===== config.mk =====
export PLATFORM = sky130hd
export DESIGN_NAME = wgf_ram
export DESIGN_NICKNAME = d
export VERILOG_FILES = /design/src/hw/rtl/wideband_gammatone_filter_macros.svh /design/src/hw/rtl/wgf_ram.sv
export SDC_FILE = /design/constraint.sdc
export NUM_CORES = 1
export LEC_CHECK = 0
export ABC_AREA = 1
export BUFFER_PORTS_ARGS = -buffer_cell sky130_fd_sc_hd__buf_2
export CORE_MARGIN = 1.5
export CORE_UTILIZATION = 46
export DETAILED_ROUTE_END_ITERATION = 10
export GPL_TIMING_DRIVEN = 0
export HOLD_SLACK_MARGIN = 0.1
export PLACE_DENSITY = 0.68
export SETUP_SLACK_MARGIN = 0.4
export SYNTH_ARGS = -nofsm -noshare
export SYNTH_HDL_FRONTEND = slang
export SYNTH_SLANG_ARGS = --single-unit

===== constraint.sdc =====
create_clock -name aclk -period 6.3 [get_ports aclk]
set_clock_uncertainty 0.2 [all_clocks]
set_input_delay 1.26 -clock aclk [delete_from_list [all_inputs] [get_ports aclk]]
set_output_delay 1.26 -clock aclk [all_outputs]
set_load 0.005 [all_outputs]

===== src/hw/rtl/wideband_gammatone_filter_macros.svh =====
// Assertion macros for the wideband gammatone filter RTL.
// Depends on nothing; included by files that carry concurrent assertions.
`ifndef WIDEBAND_GAMMATONE_FILTER_MACROS_SVH
`define WIDEBAND_GAMMATONE_FILTER_MACROS_SVH
`ifndef SYNTH
`define WGF_ASSERT_IMP(label, clk, rstn, ante, cons) \
    label: assert property (@(posedge clk) disable iff (!rstn) (ante) |-> (cons)) \
        else $error("assertion failed");
`define WGF_ASSERT_NXT(label, clk, rstn, ante, cons) \
    label: assert property (@(posedge clk) disable iff (!rstn) (ante) |=> (cons)) \
        else $error("assertion failed");
`else
`define WGF_ASSERT_IMP(label, clk, rstn, ante, cons)
`define WGF_ASSERT_NXT(label, clk, rstn, ante, cons)
`endif
`endif


===== src/hw/rtl/wgf_ram.sv =====
// Generic single-port-write, single-read synchronous RAM with registered read.
// Depends on nothing.
module wgf_ram #(
    parameter int WIDTH = 32,
    parameter int DEPTH = 16
) (
    input  logic                     aclk,
    input  logic                     we,
    input  logic [$clog2(DEPTH)-1:0] waddr,
    input  logic [WIDTH-1:0]         wdata,
    input  logic [$clog2(DEPTH)-1:0] raddr,
    output logic [WIDTH-1:0]         rdata
);
    logic [WIDTH-1:0] mem [DEPTH];

    always_ff @(posedge aclk) begin
        if (we) begin
            mem[waddr] <= wdata;
        end
        rdata <= mem[raddr];
    end
endmodule


* Yosys cells after proc, flatten, opt, wreduce, memory -nomap -nowiden
Memory sizes are Yosys's and may differ from the RTL's. A register that Yosys moved wholly into a read port is not among the register bits.
Index checks and enable logic that the tools add are counted.
** Operators by class
- Muxes and demuxes :: 2
** Operators with widths (count)
- 1-bit 2-to-1 mux :: 2
** Storage, ports and cells
- Flip-flop bits (word level) :: 0
- Bits in writable memories :: 512
- Output and inout port bits :: 32
- Word-level logic and storage cells :: 3
- Memories :: 1
** Memory list
- mem :: words 16, bits a word 32, rd ports 1, clocked after Yosys merged registers in 1, write ports 1, RTL line wgf_ram.sv:14 : logic [WIDTH-1:0] mem [DEPTH];

* Depth between registers and ports, before layout
- Depth after elaboration :: 2
- Gate-level depth with buffers :: 10
- Depth with buffers taken out :: 7

* Least setup slack after synthesis
Ideal clock, no wire load.
- Kind :: input-to-reg
- Start :: input port waddr[2]
- End :: memory mem[10][0] (enable)
- Data arrival time :: 2.832 ns
- Required time :: 5.679 ns
- Path slack :: 2.847 ns
- Stages on the path :: 2
- Cells stage by stage :: nand3b_1 -> nor2_1
** RTL lines
- start: declaration :: RTL line wgf_ram.sv:9 : input logic [$clog2(DEPTH)-1:0] waddr,
- end: declaration :: RTL line wgf_ram.sv:14
Straight into the memory's write port.

* Final worst setup path
- Start :: input port waddr[0]
- End :: memory mem[14][24] (enable)
Straight into the memory's write port.

==> results_dict.tcl <==
set metrics [dict create \
    finalHoldViolCount 0 \
    crit_required_ps 6400 \
    finalCriticalPeriod_ps 2680 \
    clockRootBuffer "clkbuf_16" \
    status "finished, final reports clean" \
    post_drt_wl_per_cell_um 20.5 \
    synthAdderAreaFrac 0 \
    p_seq_frac 0.516 \
    grtUsageMet2 0.392 \
    p_sw_mw 1.75 \
    grt_max_degree 24 \
    route.detailed.drc 0 \
    hpwl_um 38300 \
    netlist_area_um2 22700 \
    yosysMostFrequentCell "nand2_1" \
    tightestPinTransition_ps 983 \
    fillCellCount 4106 \
    drtIter0Drc 2047 \
    cts_tree "yes" \
    ys_warn_count 0 \
    insertion_delay_ps 610 \
    boundaryPins 74 \
    irDropWorstVdd_mv 0.206 \
    async_flop_share 0 \
    synth-simple-area-share 0.200 \
    multi_input_area_um2 4670 \
    max_stage_delay_ps 740 \
    grt.overflow.total 0 \
    setup_viol_count_final 0 \
    min_path_cells 6 \
    portBuffers 71 \
    cellLeakagePower_nw 11.2 \
    timing.rr.end "rdata[10]$_DFF_P_" \
    gr-usage-met3 0.0356 \
    cts_setup_buffers 0 \
    crit_slowest_cell "nor2_4" \
    maxSlewHeadroom 0.344 \
    synth_edf_count 512 \
    reg2reg_from "mem[13][10]$_DFFE_PP_" \
    die_w_um 225 \
    ys_seq_elements 544 \
    rsz0062_at_grt "false" \
    synth_mux_area_frac 0 \
    slew_violations 0 \
    powerDensity_nw_per_um2 301 \
    startpoint_type "primary input" \
    fin_area_um2 26200 \
    vias_per_cell 5.21 \
    crit_path_start "waddr[0]" \
    yosysTopAreaCell "edfxtp_1" \
    postRouteAntennaNets 0 \
    p_clk_frac 0.416 \
    netlist.area_leader.share 0.676 \
    cts_buffer_depth 3 \
    grt_antenna_before_repair 4 \
    syn_area_per_cell_um2 10.7 \
    cts_sinks 544 \
    synth_flop_cell "edfxtp_1" \
    holdWs_ps 457 \
    grt_usage 0.243 \
    worstPathMaxFanout 17 \
    placed_cell_area_um2 24400 \
    crit_arrival_ps 2780 \
    coreArea_um2 48800 \
    syn_nets 2162 \
    drv_cap 0 \
    nets 2305 \
    comb_power_share 0.068 \
    fp-row-count 81 \
    cts-resized-gates 0 \
    num_vias 15499 \
    grt_pass1_vias 14826 \
    gp_congestion 0.819 \
    hp-class "flop to flop" \
    regArea_um2 16000 \
    ys_top_cells_by_count "nand2_1 (677), edfxtp_1 (512), inv_1 (388)" \
    synth.area.top_cells "edfxtp_1 (68%), nand2_1 (11%), nand3_1 (8.5%)" \
    synth-xor-area-share 0 \
    hold_end "rdata[29]$_DFF_P_" \
    fmax_mhz 373 \
    chipHeight_um 225 \
    grt_busiest_layer "met2" \
    r2r_setup_slack_ps 5040 \
    yosysUniqueCellTypes 15 \
    cts_max_level 2 \
    drive_gt1_frac 0.112 \
    initial_utilization 0.465 \
    p_int_mw 6.13 \
    crit_chain "buf_2 -> inv_1 -> nand2_1 -> nor2_4 -> buf_16" \
    first_pass_iters 6 \
    area_growth_syn_to_layout_pct 15.2 \
    critical_path_class "primary input to flop" \
    grt_first_pass_wirelength_um 90000 \
    min_period_over_period 0.425 \
    hp-start "mem[10][29]$_DFFE_PP_" \
    cts_inserted_buffers 54 \
    synth-compound-area-share 0 \
    synth_cells 2120 \
    setup_tns_ps 0 \
    dieArea_um2 50800 \
    seq_area_frac_synth 0.705 \
    clkTransAtPathRegs_ps 60 \
    r2r_cells 6 \
    postRouteWirelength_um 60900 \
    swShare 0.222 \
    cts_hold_buffers 0 \
    synth_top_family_by_area "simple AND/OR/NAND/NOR gates" \
    endpoint_kind "flop" \
    use_met1 0.330 \
]
-- layout make-up --
| cell class | instances | share of cell area |
|---|---|---|
| timing repair buffer | 87 | 0.0269 |
| sequential | 544 | 0.611 |
| multi-input combinational | 1081 | 0.178 |
| buffer | 105 | 0.0268 |
| antenna | 2 | 0.000191 |
| tap | 664 | 0.0317 |
| clock inverter | 20 | 0.00855 |
| clock buffer | 82 | 0.0603 |
| inverter | 390 | 0.0560 |
-- how the worst max path moves through the flow --
stage	end	slack, ps
2_1_floorplan	mem[10][0]$_DFFE_PP_	2850
3_3_place_gp	mem[8][24]$_DFFE_PP_	1030
3_5_place_dp	mem[6][31]$_DFFE_PP_	3050
4_1_cts	mem[6][27]$_DFFE_PP_	3690
5_1_grt	mem[14][24]$_DFFE_PP_	3590
6_report	mem[14][24]$_DFFE_PP_	3620
-- sequential cells by signal, summed over array words and instances, names as in the netlist --
signal  cells
mem       512
rdata      32
-- power groups by stage --
stage                     registers, mW  logic [mW]  clock network [mW]
after global placement             4.14       0.497                   0
final                              4.07       0.533                3.28
after detailed placement           4.14       0.525                   0
after global routing               4.07       0.582                3.43
after floorplan                    4.14       0.276                   0
after CTS                          4.07       0.529                3.30
-- layer usage --
layer  share of wire  vias up
met5         0.00028        -
met4           0.041        4
met3           0.094      160
met2            0.46      849
met1            0.40     7348
li1                -     7138
-- stage by stage --
step | util | worst slack, ps | total power, mW | instances
final | 0.536 | 3620 | 7.88 | 2975
after global routing | 0.536 | 3590 | 8.09 | 2975
after CTS | 0.536 | 3690 | 7.90 | 2973
after detailed placement | 0.499 | 3050 | 4.67 | 2871
after global placement | 0.490 | 1030 | 4.64 | 2855
after floorplan | - | 2850 | 4.42 | 2120
-- cells by family (layout without fill, tap and decap cells) --
family | count (synthesis) | in the layout
flops | 544 | 544
buf+inv | 495 | 684
other cells | 0 | 2
simple gates | 1081 | 1081
-- layout by cell type (no fill, tap or decap) --
| master | instances |
|---|---|
| edfxtp_1 | 512 |
| nand2_1 | 677 |
| clkbuf_16 | 57 |
| inv_2 | 1 |
| bufinv_16 | 5 |
| inv_4 | 1 |
| buf_1 | 14 |
| nand3b_1 | 2 |
| clkinv_1 | 7 |
| buf_4 | 6 |
| clkinv_2 | 5 |
| nor2_4 | 16 |
| diode_2 | 2 |
| buf_2 | 112 |
| nor2_1 | 1 |
| buf_16 | 4 |
| clkbuf_1 | 33 |
| buf_12 | 13 |
| buf_6 | 29 |
| clkinvlp_4 | 3 |
| clkbuf_8 | 6 |
| dfxtp_1 | 32 |
| nand3_1 | 385 |
| inv_1 | 388 |
-- critical path: cells and delay by family --
kind	cells	cell delay, ps
buffers and inverters	3	510
AND/OR/NAND/NOR	2	980
Note: power is estimated with default switching activity, not from simulation.
