### src/hw/rtl/wideband_gammatone_filter_macros.svh
// Assertion macros for the wideband gammatone filter RTL.
// Depends on nothing; included by files that carry concurrent assertions.
`ifndef WIDEBAND_GAMMATONE_FILTER_MACROS_SVH
`define WIDEBAND_GAMMATONE_FILTER_MACROS_SVH
`ifndef SYNTH
`define WGF_ASSERT_IMP(label, clk, rstn, ante, cons) \
    label: assert property (@(posedge clk) disable iff (!rstn) (ante) |-> (cons)) \
        else $error("assertion failed");
`define WGF_ASSERT_NXT(label, clk, rstn, ante, cons) \
    label: assert property (@(posedge clk) disable iff (!rstn) (ante) |=> (cons)) \
        else $error("assertion failed");
`else
`define WGF_ASSERT_IMP(label, clk, rstn, ante, cons)
`define WGF_ASSERT_NXT(label, clk, rstn, ante, cons)
`endif
`endif

### src/hw/rtl/wgf_divider.sv
// Radix-2 restoring divider, one quotient bit per cycle, 64-bit operands.
// Depends on nothing.
module wgf_divider (
    input  logic        aclk,
    input  logic        aresetn,
    input  logic        start,
    input  logic [63:0] dividend,
    input  logic [63:0] divisor,
    output logic        done,
    output logic [63:0] quotient
);
    logic [63:0]  q_reg, q_next;
    logic [64:0]  r_reg, r_next;
    logic [63:0]  d_reg, d_next;
    logic [6:0]   cnt_reg, cnt_next;
    logic         busy_reg, busy_next;
    logic         done_reg, done_next;
    logic [64:0]  trial;
    logic [65:0]  diff;

    always_comb begin
        q_next    = q_reg;
        r_next    = r_reg;
        d_next    = d_reg;
        cnt_next  = cnt_reg;
        busy_next = busy_reg;
        done_next = 1'b0;
        trial     = {r_reg[63:0], q_reg[63]};
        diff      = {1'b0, trial} - {2'b0, d_reg};
        if (start) begin
            q_next    = dividend;
            r_next    = '0;
            d_next    = divisor;
            cnt_next  = 7'd64;
            busy_next = 1'b1;
        end else if (busy_reg) begin
            if (!diff[65]) begin
                r_next = diff[64:0];
                q_next = {q_reg[62:0], 1'b1};
            end else begin
                r_next = trial;
                q_next = {q_reg[62:0], 1'b0};
            end
            cnt_next = cnt_reg - 7'd1;
            if (cnt_reg == 7'd1) begin
                busy_next = 1'b0;
                done_next = 1'b1;
            end
        end
    end

    always_ff @(posedge aclk) begin
        if (!aresetn) begin
            busy_reg <= 1'b0;
            done_reg <= 1'b0;
            cnt_reg  <= '0;
        end else begin
            busy_reg <= busy_next;
            done_reg <= done_next;
            cnt_reg  <= cnt_next;
        end
        q_reg <= q_next;
        r_reg <= r_next;
        d_reg <= d_next;
    end

    assign done     = done_reg;
    assign quotient = q_reg;
endmodule

### config.mk
export PLATFORM = sky130hd
export DESIGN_NAME = wgf_divider
export DESIGN_NICKNAME = d
export VERILOG_FILES = /design/src/hw/rtl/wideband_gammatone_filter_macros.svh /design/src/hw/rtl/wgf_divider.sv
export SDC_FILE = /design/constraint.sdc
export NUM_CORES = 1
export LEC_CHECK = 0
export ABC_AREA = 1
export BUFFER_PORTS_ARGS = -buffer_cell sky130_fd_sc_hd__buf_2
export CAP_MARGIN = 25
export CORE_MARGIN = 3
export CORE_UTILIZATION = 60
export DETAILED_ROUTE_END_ITERATION = 8
export GPL_ROUTABILITY_DRIVEN = 0
export PLACE_DENSITY = 0.83
export SLEW_MARGIN = 25
export SYNTH_ARGS = -nofsm -noshare
export SYNTH_HDL_FRONTEND = slang
export SYNTH_SLANG_ARGS = --single-unit
### constraint.sdc
create_clock -name aclk -period 5.93 [get_ports aclk]
set_input_delay 0.2965 -clock aclk [delete_from_list [all_inputs] [get_ports aclk]]
set_output_delay 0.2965 -clock aclk [all_outputs]
set_load 0.01 [all_outputs]
* After elaboration in Yosys (flattened, before gate mapping)
Cells that the tools add are included.
Cells by class: add/subtract/negate cells 2, bitwise gates (word level) 2, reduce and logical (&&, ||, !) cells 3, muxes and demuxes 10, equal/unequal tests 1
Operators by type and width (count):
- two-way mux 64 bit | 3
- subtractor 65 x 64 -> 66 bit | 1
- two-way mux 7 bit | 2
- equality test 7 x 1 -> 1 bit (second input constant) | 1
- subtractor 7 x 1 -> 7 bit (second input constant) | 1
- two-way mux 1 bit | 5
- OR reduction 3 bit | 1
- inverter 1 bit | 2
- nonzero test 2 bit | 1
- OR reduction 2 bit | 1
Word-level totals: bits of input ports 131, word-level logic and storage cells 25, output and inout port bits 65, register bits 201

* Logic depth before layout (Yosys ltp)
word-level depth 4, gate-level depth with buffers 19, depth with buffers taken out 19

* Least setup slack after synthesis
Ideal clock, no wire load.
path type reg2reg, start point reg busy_reg, end point reg q_reg[0] (netlist: quotient[0]) (enable), path slack 2.887 ns, period minus slack after synthesis 3.043 ns, setup time 0.454 ns, path buffers 1, cell stages (with the launch flop) 4, required time 5.476 ns, data arrival time 2.589 ns, cell sequence dfxtp_1 -> nor2_1 -> inv_1 -> clkbuf_1
Between the ends: cells in the longest elaborated chain, start to end 1
Ends and longest elaborated chain:
- start: declaration | RTL line wgf_divider.sv:16 | logic busy_reg, busy_next;
- start signal: assignment | RTL line wgf_divider.sv:58 | busy_reg <= busy_next;
- nonzero test 2 bit (no line)
- end signal: assignment | RTL line wgf_divider.sv:62 | q_reg <= q_next;
- end: declaration | RTL line wgf_divider.sv:12 | logic [63:0] q_reg, q_next;
Every way passes these cells. A chain may end at the register's enable or synchronous reset.

* Worst setup path after layout
start point reg d_reg[4], end point reg r_reg[33]
Between the ends: cells in the longest elaborated chain, start to end 2
Ends and longest elaborated chain:
- start: declaration | RTL line wgf_divider.sv:14 | logic [63:0] d_reg, d_next;
- start signal: assignment | RTL line wgf_divider.sv:64 | d_reg <= d_next;
- subtractor 65 x 64 -> 66 bit | RTL line wgf_divider.sv:29 | diff = {1'b0, trial} - {2'b0, d_reg};
- two-way mux 64 bit | RTL line wgf_divider.sv:37 | if (!diff[65]) begin
- end signal: assignment | RTL line wgf_divider.sv:63 | r_reg <= r_next;
- end: declaration | RTL line wgf_divider.sv:13 | logic [64:0] r_reg, r_next;
Every way passes these cells.

==> key figures <==
Synth
  • Cells after synthesis: between 2000 and 2500
  • Seq/Total Area, Yosys: 0.371
  • Post-Syn Area per Cell: around 6.5 sq um
  • #FFs+latches synth: ~200
  • Synth Warn #: 0
  • Syn_nets: 2389
  • Synth area leaders: edfxtp_1 27%, nand2_1 24%, inv_1 11%, dfxtp_1 10%, ha_1 5.8%
  • Ys flop type: edfxtp_1
  • Dominant cell type by area after synthesis: edfxtp_1
  • Ys async rst share: 0
  • Synthesized cell area: around 14000 sq um
  • Synth cell types: 38
  • Synth top area share: 0.269
  • Post-synth EDFFs: 128

Clock tree
  • Worst skew pair latency: ~0.53 ns
  • Max Buffers Root-to-Sink: 3
  • CTS Hold Bufs: 64
  • Clk slew on worst S/H paths: approximately 0.06 ns
  • CTS sink count: approximately 200
  • Post-CTS resize count: 0
  • CTS tree: built
  • Buffer count from post-CTS setup fixing: 0
  • CTS Buf Count: 22
  • Root Buffer: clkbuf_16
  • H-tree depth: 1

Timing
  • FMAX: 0.287 GHz
  • Minimum clock period: 3.48 ns
  • Max-slew violations: 0
  • Fin Setup TNS: 0 ns
  • RSZ-0062 raised after global routing: no
  • Final setup viols: 0
  • Relative slew margins: 0.411
  • Worst-Margin Slew: approximately 0.88 ns
  • Final WS setup: ~2.4 ns
  • Fin Clk Skew: approximately 0.010 ns
  • Fin. Hold Viols: 0
  • Worst hold slack: about 0.02 ns
  • Period Utilization, post-route: 0.587

Route
  • Antenna viol nets, final: 0
  • DR vias/cell: roughly 5.2
  • First DRT Iteration DRCs: 1345
  • Routed length per instance: 14.8 um
  • Via count: 14500
  • Final WL: between 40000 and 50000 um
  • DRC viols: 0
  • Pre-antenna DRT Iters: 6

Placement
  • PortBufs: about 200
  • DP Area: around 15000 sq um
  • Dpl ws: around 2.6 ns
  • Dpl hpwl: ~30000 um

Finish
  • Nets@finish: roughly 2600
  • Most common cell after layout, fill and taps aside: nand2_1
  • Utilization after layout: 0.731
  • Most frequent cells in the layout: 918 x nand2_1, 430 x inv_1, 194 x buf_2
  • Area added between synthesis and finish: 17.7%
  • Ant. Diodes: 0
  • Finished Cell Area: 16800 sq um
  • Layout cells sized above 1: 0.111

Floorplan
  • Num ports: around 200
  • Die Area: between 20000 and 30000 sq um
  • Row count: 55
  • Die span in y: roughly 160 um
  • Starting Density: 0.621
  • Die W: about 160 um
  • Core Region: ~23000 sq um

GRT
  • Largest net degree at the start of global routing: 70
  • GRT Total Usage: 0.311
  • Initial antenna violation count: 2
  • Vias in the first global route: 13700
  • Remaining Overflow, GRT: 0
  • First-pass GRT wire length: 66400 um

Power
  • Leakage Power: a little over 9 nW
  • Power Density: slightly above 200 nW/um^2
  • VDD IR max: approximately 0.00023 V

Critical path
  • Critical path arrival: about 4.0 ns
  • Critical Path Fanout Max: between 60 and 70
  • Startpoint types: register
  • Critical Path RT: ~6.4 ns
  • Setup slack, reg-to-reg: about 2.4 ns
  • Crit end category: register
  • Critical path start-end classification: reg -> reg

Job
  • Max cap viols: 0

Run status
  • Status: finished, final reports clean

Min path
  • Hold WC Path Type: in -> reg
[per-stage QoR]
stage                     std cells  total power, W
after floorplan                2191         0.00192
after global placement         2659         0.00208
after detailed placement       2659         0.00209
after CTS                      2763         0.00346
after global routing           2763         0.00358
final                          2763         0.00345
[critical path, cell delays in order (launching register included)]
cell,delay (ns)
edfxtp_1,0.39
inv_1,0.07
ha_1,0.27
nand2_1,0.09
nand2_1,0.10
inv_1,0.09
nand2_1,0.05
nand2_1,0.06
nand3_2,0.17
nand2_2,0.11
nand2_2,0.11
nand2_2,0.12
nand2_4,0.06
nand2_4,0.54
nand2_4,0.61
nand2_1,0.26
nand3_1,0.12
nand2_1,0.09
[cell type report]
| type | instances | area [sq um] |
|---|---|---|
| inverters | 444 | 1670 |
| well taps | 313 | 392 |
| repair buffers | 265 | 1660 |
| flip-flops and latches | 201 | 5310 |
| clock buffers | 35 | 671 |
| fillers | 1928 | 6180 |
| multi-input cells | 1500 | 7060 |
| clock inverters | 5 | 51.3 |
[layer usage]
layer	wire length, um	track usage	share of wire	up-vias
met1	16400	0.404	0.40	6355
met4	2180	0.144	0.053	0
met5	0	0	0	-
met2	18300	0.506	0.45	808
li1	-	-	-	7176
met3	4090	0.0545	0.10	141
[logic make-up (layout without fill, tap and decap cells)]
kind of cell,count (synthesis),in the layout,synth area share
and+or+nand+nor,1294,1294,0.376
buffers and inverters,490,749,0.135
DFF,201,201,0.371
AOI/OAI and AO/OA,108,108,0.0390
adders and majority gates,67,67,0.0592
xor gates and xnor gates,31,31,0.0190
[Yosys cell counts, types with 8 or more instances]
library cell	count
o21ai_0	31
buf_6	8
clkbuf_1	20
inv_2	8
dfxtp_1	73
a21oi_1	56
buf_2	11
o21ai_1	14
nand2_1	918
nand3_1	161
nand2_2	10
edfxtp_1	128
ha_1	66
inv_1	432
xnor2_1	28
nand3b_1	32
nand4_1	14
nor2_1	121
nor3_1	14
[power breakdown]
part,leakage [nW],switching [W],internal (W)
logic,7.08,0.000293,0.000183
registers,1.87,0.0000427,0.00159
clock network,0.349,0.000559,0.000781
[path summary, 6_finish.rpt]
check                                        startpoint                       to  cells past startpoint
worst min register to register  cnt_reg[6]$_SDFFE_PN0P_  cnt_reg[6]$_SDFFE_PN0P_                      2
worst min-delay path                            aresetn  cnt_reg[6]$_SDFFE_PN0P_                      3
worst max register to register       d_reg[4]$_DFFE_PP_   r_reg[33]$_SDFFE_PP0P_                     17
worst max-delay path                 d_reg[4]$_DFFE_PP_   r_reg[33]$_SDFFE_PP0P_                     17
Note: power is estimated with default switching activity, not from simulation.
